--- config.mk ---
export PLATFORM = sky130hd
export DESIGN_NAME = cctd_ctrl
export DESIGN_NICKNAME = d
export VERILOG_FILES = /design/src/design/cnf_clause_tautology_duplicate_check_unit_macros.svh /design/src/design/cctd_pkg.sv /design/src/design/cctd_ctrl.sv
export SDC_FILE = /design/constraint.sdc
export NUM_CORES = 1
export LEC_CHECK = 0
export ABC_AREA = 1
export BUFFER_PORTS_ARGS = -buffer_cell sky130_fd_sc_hd__buf_2
export CAP_MARGIN = 5
export CORE_AREA = 2 2 39 41
export DETAILED_ROUTE_END_ITERATION = 6
export DIE_AREA = 0 0 41 43
export MAX_ROUTING_LAYER = met4
export RECOVER_POWER = 25
export SLEW_MARGIN = 25
export SYNTH_ARGS = -nofsm -noshare
export SYNTH_HDL_FRONTEND = slang
export SYNTH_SLANG_ARGS = --single-unit
--- constraint.sdc ---
create_clock -name clk -period 0.97 [get_ports clk]
set_clock_uncertainty 0.05 [all_clocks]
set_input_delay 0.097 -clock clk [delete_from_list [all_inputs] [get_ports clk]]
set_output_delay 0.097 -clock clk [all_outputs]
set_load 0.05 [all_outputs]
--- src/design/cnf_clause_tautology_duplicate_check_unit_macros.svh ---
// ----------------------------------------------------------------------------
// CNF clause check assertion macros
// Concurrent assertion helpers shared by the clause check unit.
// ----------------------------------------------------------------------------
`ifndef CNF_CLAUSE_TAUTOLOGY_DUPLICATE_CHECK_UNIT_MACROS_SVH
`define CNF_CLAUSE_TAUTOLOGY_DUPLICATE_CHECK_UNIT_MACROS_SVH

`ifndef ASSERT_OFF
// Implication check, sampled on the rising clock, disabled during reset.
`define CCTD_ASSERT_IMPL(lbl, clk, rstn, ante, cons, msg) \
  lbl: assert property (@(posedge clk) disable iff (!rstn) (ante) |-> (cons)) else $error(msg);
// Check that a condition seen at one edge leads to another at the next edge.
`define CCTD_ASSERT_NEXT(lbl, clk, rstn, ante, cons, msg) \
  lbl: assert property (@(posedge clk) disable iff (!rstn) (ante) |=> (cons)) else $error(msg);
`else
`define CCTD_ASSERT_IMPL(lbl, clk, rstn, ante, cons, msg)
`define CCTD_ASSERT_NEXT(lbl, clk, rstn, ante, cons, msg)
`endif

`endif

--- src/design/cctd_pkg.sv ---
// ----------------------------------------------------------------------------
// CNF clause check package
// Types and fixed constants shared by the clause check controller and datapath.
// ----------------------------------------------------------------------------
package cctd_pkg;

  localparam int LIT_W = 14;
  localparam int VAR_W = 13;
  localparam int CNT_W = 32;
  localparam int FLAG_W = 4;

  localparam logic [VAR_W-1:0] MAX_VAR_RST = 13'd4096;

  // Bit positions inside the sticky flag register.
  localparam int FLAG_TAUT = 0;
  localparam int FLAG_DUP  = 1;
  localparam int FLAG_EMPTY = 2;
  localparam int FLAG_OOR  = 3;

  typedef enum logic [1:0] {
    ST_CLEAR,
    ST_IDLE,
    ST_READ,
    ST_EVAL
  } state_t;

  typedef struct packed {
    logic clr_we;
    logic load;
    logic commit;
  } cmd_t;

  typedef struct packed {
    logic clr_last;
    logic out_free;
  } status_t;

endpackage

--- src/design/cctd_ctrl.sv ---
// ----------------------------------------------------------------------------
// CNF clause check controller
// Sequences the table clearing sweep and the read, evaluate steps per beat.
// ----------------------------------------------------------------------------
module cctd_ctrl (
  input  logic              clk,
  input  logic              rst_n,
  input  logic              in_valid,
  output logic              in_stall,
  input  cctd_pkg::status_t status,
  output cctd_pkg::cmd_t    cmd
);

  import cctd_pkg::*;

  state_t state_r;
  state_t state_nxt;

  always_ff @(posedge clk) begin
    if (!rst_n) begin
      state_r <= ST_CLEAR;
    end else begin
      state_r <= state_nxt;
    end
  end

  always_comb begin
    state_nxt = state_r;
    unique case (state_r)
      ST_CLEAR: begin
        if (status.clr_last) begin
          state_nxt = ST_IDLE;
        end
      end
      ST_IDLE: begin
        if (in_valid) begin
          state_nxt = ST_READ;
        end
      end
      ST_READ: begin
        state_nxt = ST_EVAL;
      end
      ST_EVAL: begin
        if (status.out_free) begin
          state_nxt = ST_IDLE;
        end
      end
      default: begin
        state_nxt = ST_CLEAR;
      end
    endcase
  end

  always_comb begin
    cmd.clr_we = (state_r == ST_CLEAR);
    cmd.load   = (state_r == ST_IDLE) && in_valid;
    cmd.commit = (state_r == ST_EVAL) && status.out_free;
    in_stall   = (state_r != ST_IDLE);
  end

endmodule

==> metrics.yaml, run 1 <==
clock_network:
  cts-root-buf: "clkbuf_4"
  cts.sinks: 2
  path_clk_slew_ns: 0.03
  h-tree-depth: 1
  numCtsBuffers: 3
  cts_tree: "yes"
  clk_latency_ns: 0.23
  clk_path_buf_depth: 2
floorplan:
  num_rows: 14
  top_level_ports: 9
  core_sq_mm: 0.00138
  die_w_microns: 41
  start_util_pct: 12.2
  fp.dieH_microns: 43
  design.die.area_sq_mm: 0.00176
synthesis:
  synthMuxAreaShare_pct: 0
  synth_top_area_share_pct: 23.7
  synth.net_count: 35
  synth_area_leaders: "dfxtp_1, ha_1, inv_1, nand2_1, nor2_1"
  yosys_warnings: 0
  avgSynthCellArea_sq_um: 6.26
  synth-seq-area-share_pct: 23.7
  yosysUniqueCellTypes: 7
  synth_xor_area_share_pct: 0
  synthesis.instances: 27
  yosysTopAreaCell: "dfxtp_1"
  synth_top_family_by_area: "simple AND/OR/NAND/NOR gates"
  synth_adder_area_share_pct: 22.2
  synth_compound_area_share_pct: 0
  syn-cell-area_sq_um: 169
  synthSimpleGateAreaFrac_pct: 36.3
  synth-seq-cells: 2
timing:
  finalSetupTns_ns: -1.18
  fin_hold_ws_ns: 0.0509
  slew_violations: 0
  fin_crit_ns: 1.21
  rsz0062_at_grt: "yes"
  tightest_slew_ns: 0.107
  fmax_mhz: 826
  hold_violations: 0
  finalCritPeriodShare_pct: 125
  max_slew_margin_pct: 92.9
  setup_violations: 6
  fin_ws_ns: -0.241
cells_and_area:
  nets: 51
  post_route_cells_drive_above_1_share_pct: 78.0
  area_growth_pct: 136
  multi_input_area_sq_um: 159
  seqCellArea_sq_um: 42.5
  fill_cells: 148
  finish.instance_area_sq_um: 399
  final_cell_mix: "nand2_1, buf_2"
  top_regs: "state_r: 2 flops"
  largest_reg_flops: 2
  top_register: "state_r"
  diodes: 0
global_route:
  overflow: 0
  grt_max_degree: 5
  grt_pass1_wl_microns: 627
  grt_pass1_vias: 194
  antenna_found_initial: 0
  use_met1_pct: 3.83
  grt_util_all_layers_pct: 6.16
  use_met3_pct: 6.28
  groute.layer.met2.usage_pct: 8.44
  top_usage_layer: "met2"
routing:
  vias: 197
  vias_per_cell: 3.46
  drtIter0Drc: 0
  ant_nets: 0
  routed_wl_microns: 384
  dr.pass1.iters: 1
  drc_errors: 0
  routedWlPerCell_microns: 6.74
setup_path:
  cp-start-kind: "register"
  worst-setup-path-type: "reg2out"
  path_cells: "inv_4 -> ha_4 -> nand2_4 -> clkinvlp_4 -> buf_8"
  cp.required_ns: 0.82
  reg2reg_depth: 7
  critPathArrivalTime_ns: 1.06
  max_stage_delay_ns: 0.34
  crit_slowest_cell: "dfxtp_2"
  crit_path_end_kind: "primary output"
  critPathBufInv: 3
  crit_family: "flip-flops"
  cp_num_cells: 5
  crit_fanout: 3
placement:
  numPortBuffers: 8
  place_area_sq_um: 283
  gp_congestion: 0.682
  pre_cts_slack_ns: -0.112
  dpl.hpwl_microns: 290
power_and_ir_drop:
  ir_drop_uv: 933
  leakage_nw: 0.187
  power_density_mw_per_mm2: 3690
  fin_total_pwr_mw: 1.47
status:
  violations: "setup timing"
  status: "finished, violations left"
flow_run:
  cap_violations: 0
hold_path:
  hold_depth: 3
  min_path_type: "in2reg"
[routing by layer]
layer	vias up	part of all wire, %
met5	-	0
met4	0	4.4
met3	5	13
met2	10	41
met1	78	41
li1	104	-
[layout make-up]
class	count	share of cell area (%)
multi-input combinational	17	39.8
timing repair buffer	11	27.9
inverter	8	11.0
sequential	2	10.7
clock buffer	3	5.64
tap	16	5.02
[final timing paths]
path	slack (ns)	end	from
worst max register to register	-0.16	state_r[1]	state_r[1]
worst min-delay path	0.05	state_r[0]	rst_n
worst min register to register	0.60	state_r[1]	state_r[1]
worst max-delay path	-0.24	cmd[1]	state_r[1]
[through the flow]
step / util, % / instances
floorplan: - / 27
global placement: 20.4 / 52
detailed placement: 20.4 / 52
CTS: 24.5 / 55
global route: 28.8 / 57
finish: 28.8 / 57
[report_power, final]
part           switching (mW)  total, mW  internal (mW)  leakage, nW
clock network          0.0503      0.187          0.137       0.0138
registers              0.0460      0.178          0.132       0.0172
logic                   0.576       1.11          0.531        0.156
total                   0.672       1.47          0.800        0.187
[synth_stat cells]
cell and number:
nand2_2 1, ha_1 3, nand3_2 1, nor2_1 4, dfxtp_1 2, nand2_1 8
inv_1 8
[timing repair]
action,CTS,global route
setup endpoints to repair,6,6
cloned,0,0
pin swaps,4,5
buffers inserted,0,2
hold endpoints to repair,0,0
hold buffers,0,0
resized for setup,11,8
[kinds of logic after synthesis]
| family | after synthesis |
|---|---|
| and+or+nand+nor | 14 |
| DFF | 2 |
| adders and majority gates | 3 |
| buffers and inverters | 8 |
[worst min-delay path: cells and delay by family]
family                 cells  cell delay (ns)
buffers and inverters      1             0.10
and+or+nand+nor            2             0.09
No activity file was read; power rests on OpenSTA's default activity.
==> run 2, diff against run 1 <==
CELL_PAD_IN_SITES_DETAIL_PLACEMENT = 1   (was unset)
CELL_PAD_IN_SITES_GLOBAL_PLACEMENT = 1   (was unset)
PLACE_DENSITY_LB_ADDON = 0.1   (was unset)
RECOVER_POWER = unset   (was 25)
==> run 2 against run 1 <==
The run still ends with setup timing left. Via count down 0.51%. Utilization down 0.45 points. Clock power down 3%. Register-to-register slack about the same. Combinational power down 8%. Maximum frequency down 0.36%. Largest cell class unchanged. Largest power group unchanged.
==> metrics.yaml, run 2 (same netlist as run 1, synthesis figures left out) <==
status:
  status: "finished, violations left"
  violations: "setup timing"
power_and_ir_drop:
  ir_drop_uv: 1150  # +23%
  power_density_mw_per_mm2: 3550  # -3.7%
  leakage_nw: 0.186  # -0.76%
routing:
  drtIter0Drc: 2  # +2
  dr.pass1.iters: 3  # +2
  vias: 196  # -0.51%
  routed_wl_microns: 479  # +25%
  vias_per_cell: 3.38  # -2.2%
  ant_nets: 0  # unchanged
  drc_errors: 0  # unchanged
  routedWlPerCell_microns: 8.26  # +23%
clock_network:
  path_clk_slew_ns: 0.03  # about the same
  cts-root-buf: "clkbuf_4"
  clk_path_buf_depth: 2  # unchanged
  cts.sinks: 2  # unchanged
  holdBufCountCts: 0  # unchanged
  numCtsBuffers: 3  # unchanged
  clk_latency_ns: 0.22  # about the same
  cts_tree: "yes"
  h-tree-depth: 1  # unchanged
global_route:
  grt_util_all_layers_pct: 7.59  # +1.4 points
  antenna_found_initial: 0  # unchanged
  grt_pass1_wl_microns: 848  # +35%
  grt_max_degree: 5  # unchanged
  overflow: 0  # unchanged
  grt_pass1_vias: 226  # +16%
cells_and_area:
  diodes: 0  # unchanged
  largest_reg_flops: 2  # unchanged
  area_growth_pct: 133
  fill_cells: 172  # +16%
  post_route_cells_drive_above_1_share_pct: 76.2  # -1.9 points
  seqCellArea_sq_um: 45.0  # +5.9%
  fin_cells: 58  # +1.8%
  nets: 52  # +2.0%
  finish.instance_area_sq_um: 393  # -1.6%
  top_register: "state_r"
  multi_input_area_sq_um: 156  # -1.6%
  top_regs: "state_r: 2 flops"
  final_cell_mix: "nand2_2, nor2_1, buf_2, buf_4"
timing:
  setup_violations: 6  # unchanged
  fin_crit_ns: 1.22  # +0.00443 ns
  finalCritPeriodShare_pct: 125  # +0.46 points
  finalSetupTns_ns: -1.24  # -0.0546 ns
  rsz0062_at_grt: "yes"
  max_slew_margin_pct: 92.9  # about the same
  slew_violations: 0  # unchanged
  tightest_slew_ns: 0.107  # +0.0000839 ns
  hold_violations: 0  # unchanged
  fin_ws_ns: -0.245  # -0.00443 ns
  fmax_mhz: 823  # -0.36%
setup_path:
  crit_path_end_kind: "primary output"
  critPathBufInv: 2  # -1
  cp.required_ns: 0.82  # about the same
  cp-start-kind: "register"
  worst-setup-path-type: "reg2out"
  critPathArrivalTime_ns: 1.07  # about the same
  crit_family: "flip-flops"
  crit_fanout: 3  # unchanged
  path_cells: "ha_2 -> nand2_2 -> clkinvlp_4 -> buf_6"
  crit_slowest_cell: "dfxtp_4"
  max_stage_delay_ns: 0.35  # about the same
placement:
  numPortBuffers: 8  # unchanged
  gp_congestion: 0.591  # -13%
  post-place-cells: 52  # unchanged
  place_area_sq_um: 283  # unchanged
  dpl.hpwl_microns: 345  # +19%
hold_path:
  min_path_type: "in2reg"
floorplan:
  design.die.area_sq_mm: 0.00176  # unchanged
  die_w_microns: 41  # unchanged
  core_sq_mm: 0.00138  # unchanged
  start_util_pct: 12.2  # unchanged
  fp.dieH_microns: 43  # unchanged
  top_level_ports: 9  # unchanged
  num_rows: 14  # unchanged
flow_run:
  cap_violations: 0  # unchanged
==> run 2: cell types whose count changed in the layout (fill, tap and decap cells not counted), sizes merged <==
| cell | previous run | this run |
|---|---|---|
| buf | 11 | 12 |
==> run 2: final timing paths <==
kind                                 start         end  slack, ns  cells after the start
worst max register to register  state_r[1]  state_r[0]      -0.17                      7
worst min-delay path                 rst_n  state_r[1]       0.05                      3
worst max-delay path            state_r[0]      cmd[0]      -0.25                      4
worst min register to register  state_r[0]  state_r[1]       0.63                      4
==> run 2: power breakdown <==
group          leakage [nW]  internal (mW)  switching [mW]
registers            0.0175          0.139          0.0536
clock network        0.0138          0.136          0.0455
logic                 0.154          0.466           0.555
==> run 2: per-layer routing <==
layer	global-route usage, %	vias to the layer above	routed length [microns]
met5	-	-	0
met2	11.6	5	272
li1	-	106	-
met3	3.14	0	24
met4	6.00	0	0
met1	7.01	85	182
==> run 2: layout make-up <==
class	count	share of cell area, %
clock buffer	3	5.73
inverter	8	11.8
multi-input combinational	17	39.8
sequential	2	11.5
tap	16	5.10
timing repair buffer	12	26.1
==> run 2: worst register-to-register path, delay by kind of cell (launching register included) <==
kind | cells | cell delay, ns
flip-flops | 1 | 0.34
buffers and inverters | 2 | 0.18
adder cells (fa/ha/maj) | 1 | 0.17
AND/OR/NAND/NOR | 4 | 0.30
==> run 2: timing repair <==
action,4_1_cts,5_1_grt
gates resized for setup,18,1
pin swaps,8,4
setup buffers,3,0
setup endpoints to repair,6,6
==> run 2: per-stage QoR <==
step | util [%] | power [mW] | setup slack, ns | hold slack (ns)
floorplan | - | 0.796 | -0.159 | 0.165
global placement | 20.4 | 0.903 | -0.127 | 0.294
detailed placement | 20.4 | 0.909 | -0.135 | 0.292
CTS | 28.2 | 1.42 | -0.264 | 0.0485
global route | 28.4 | 1.52 | -0.298 | 0.0567
finish | 28.4 | 1.39 | -0.245 | 0.0537
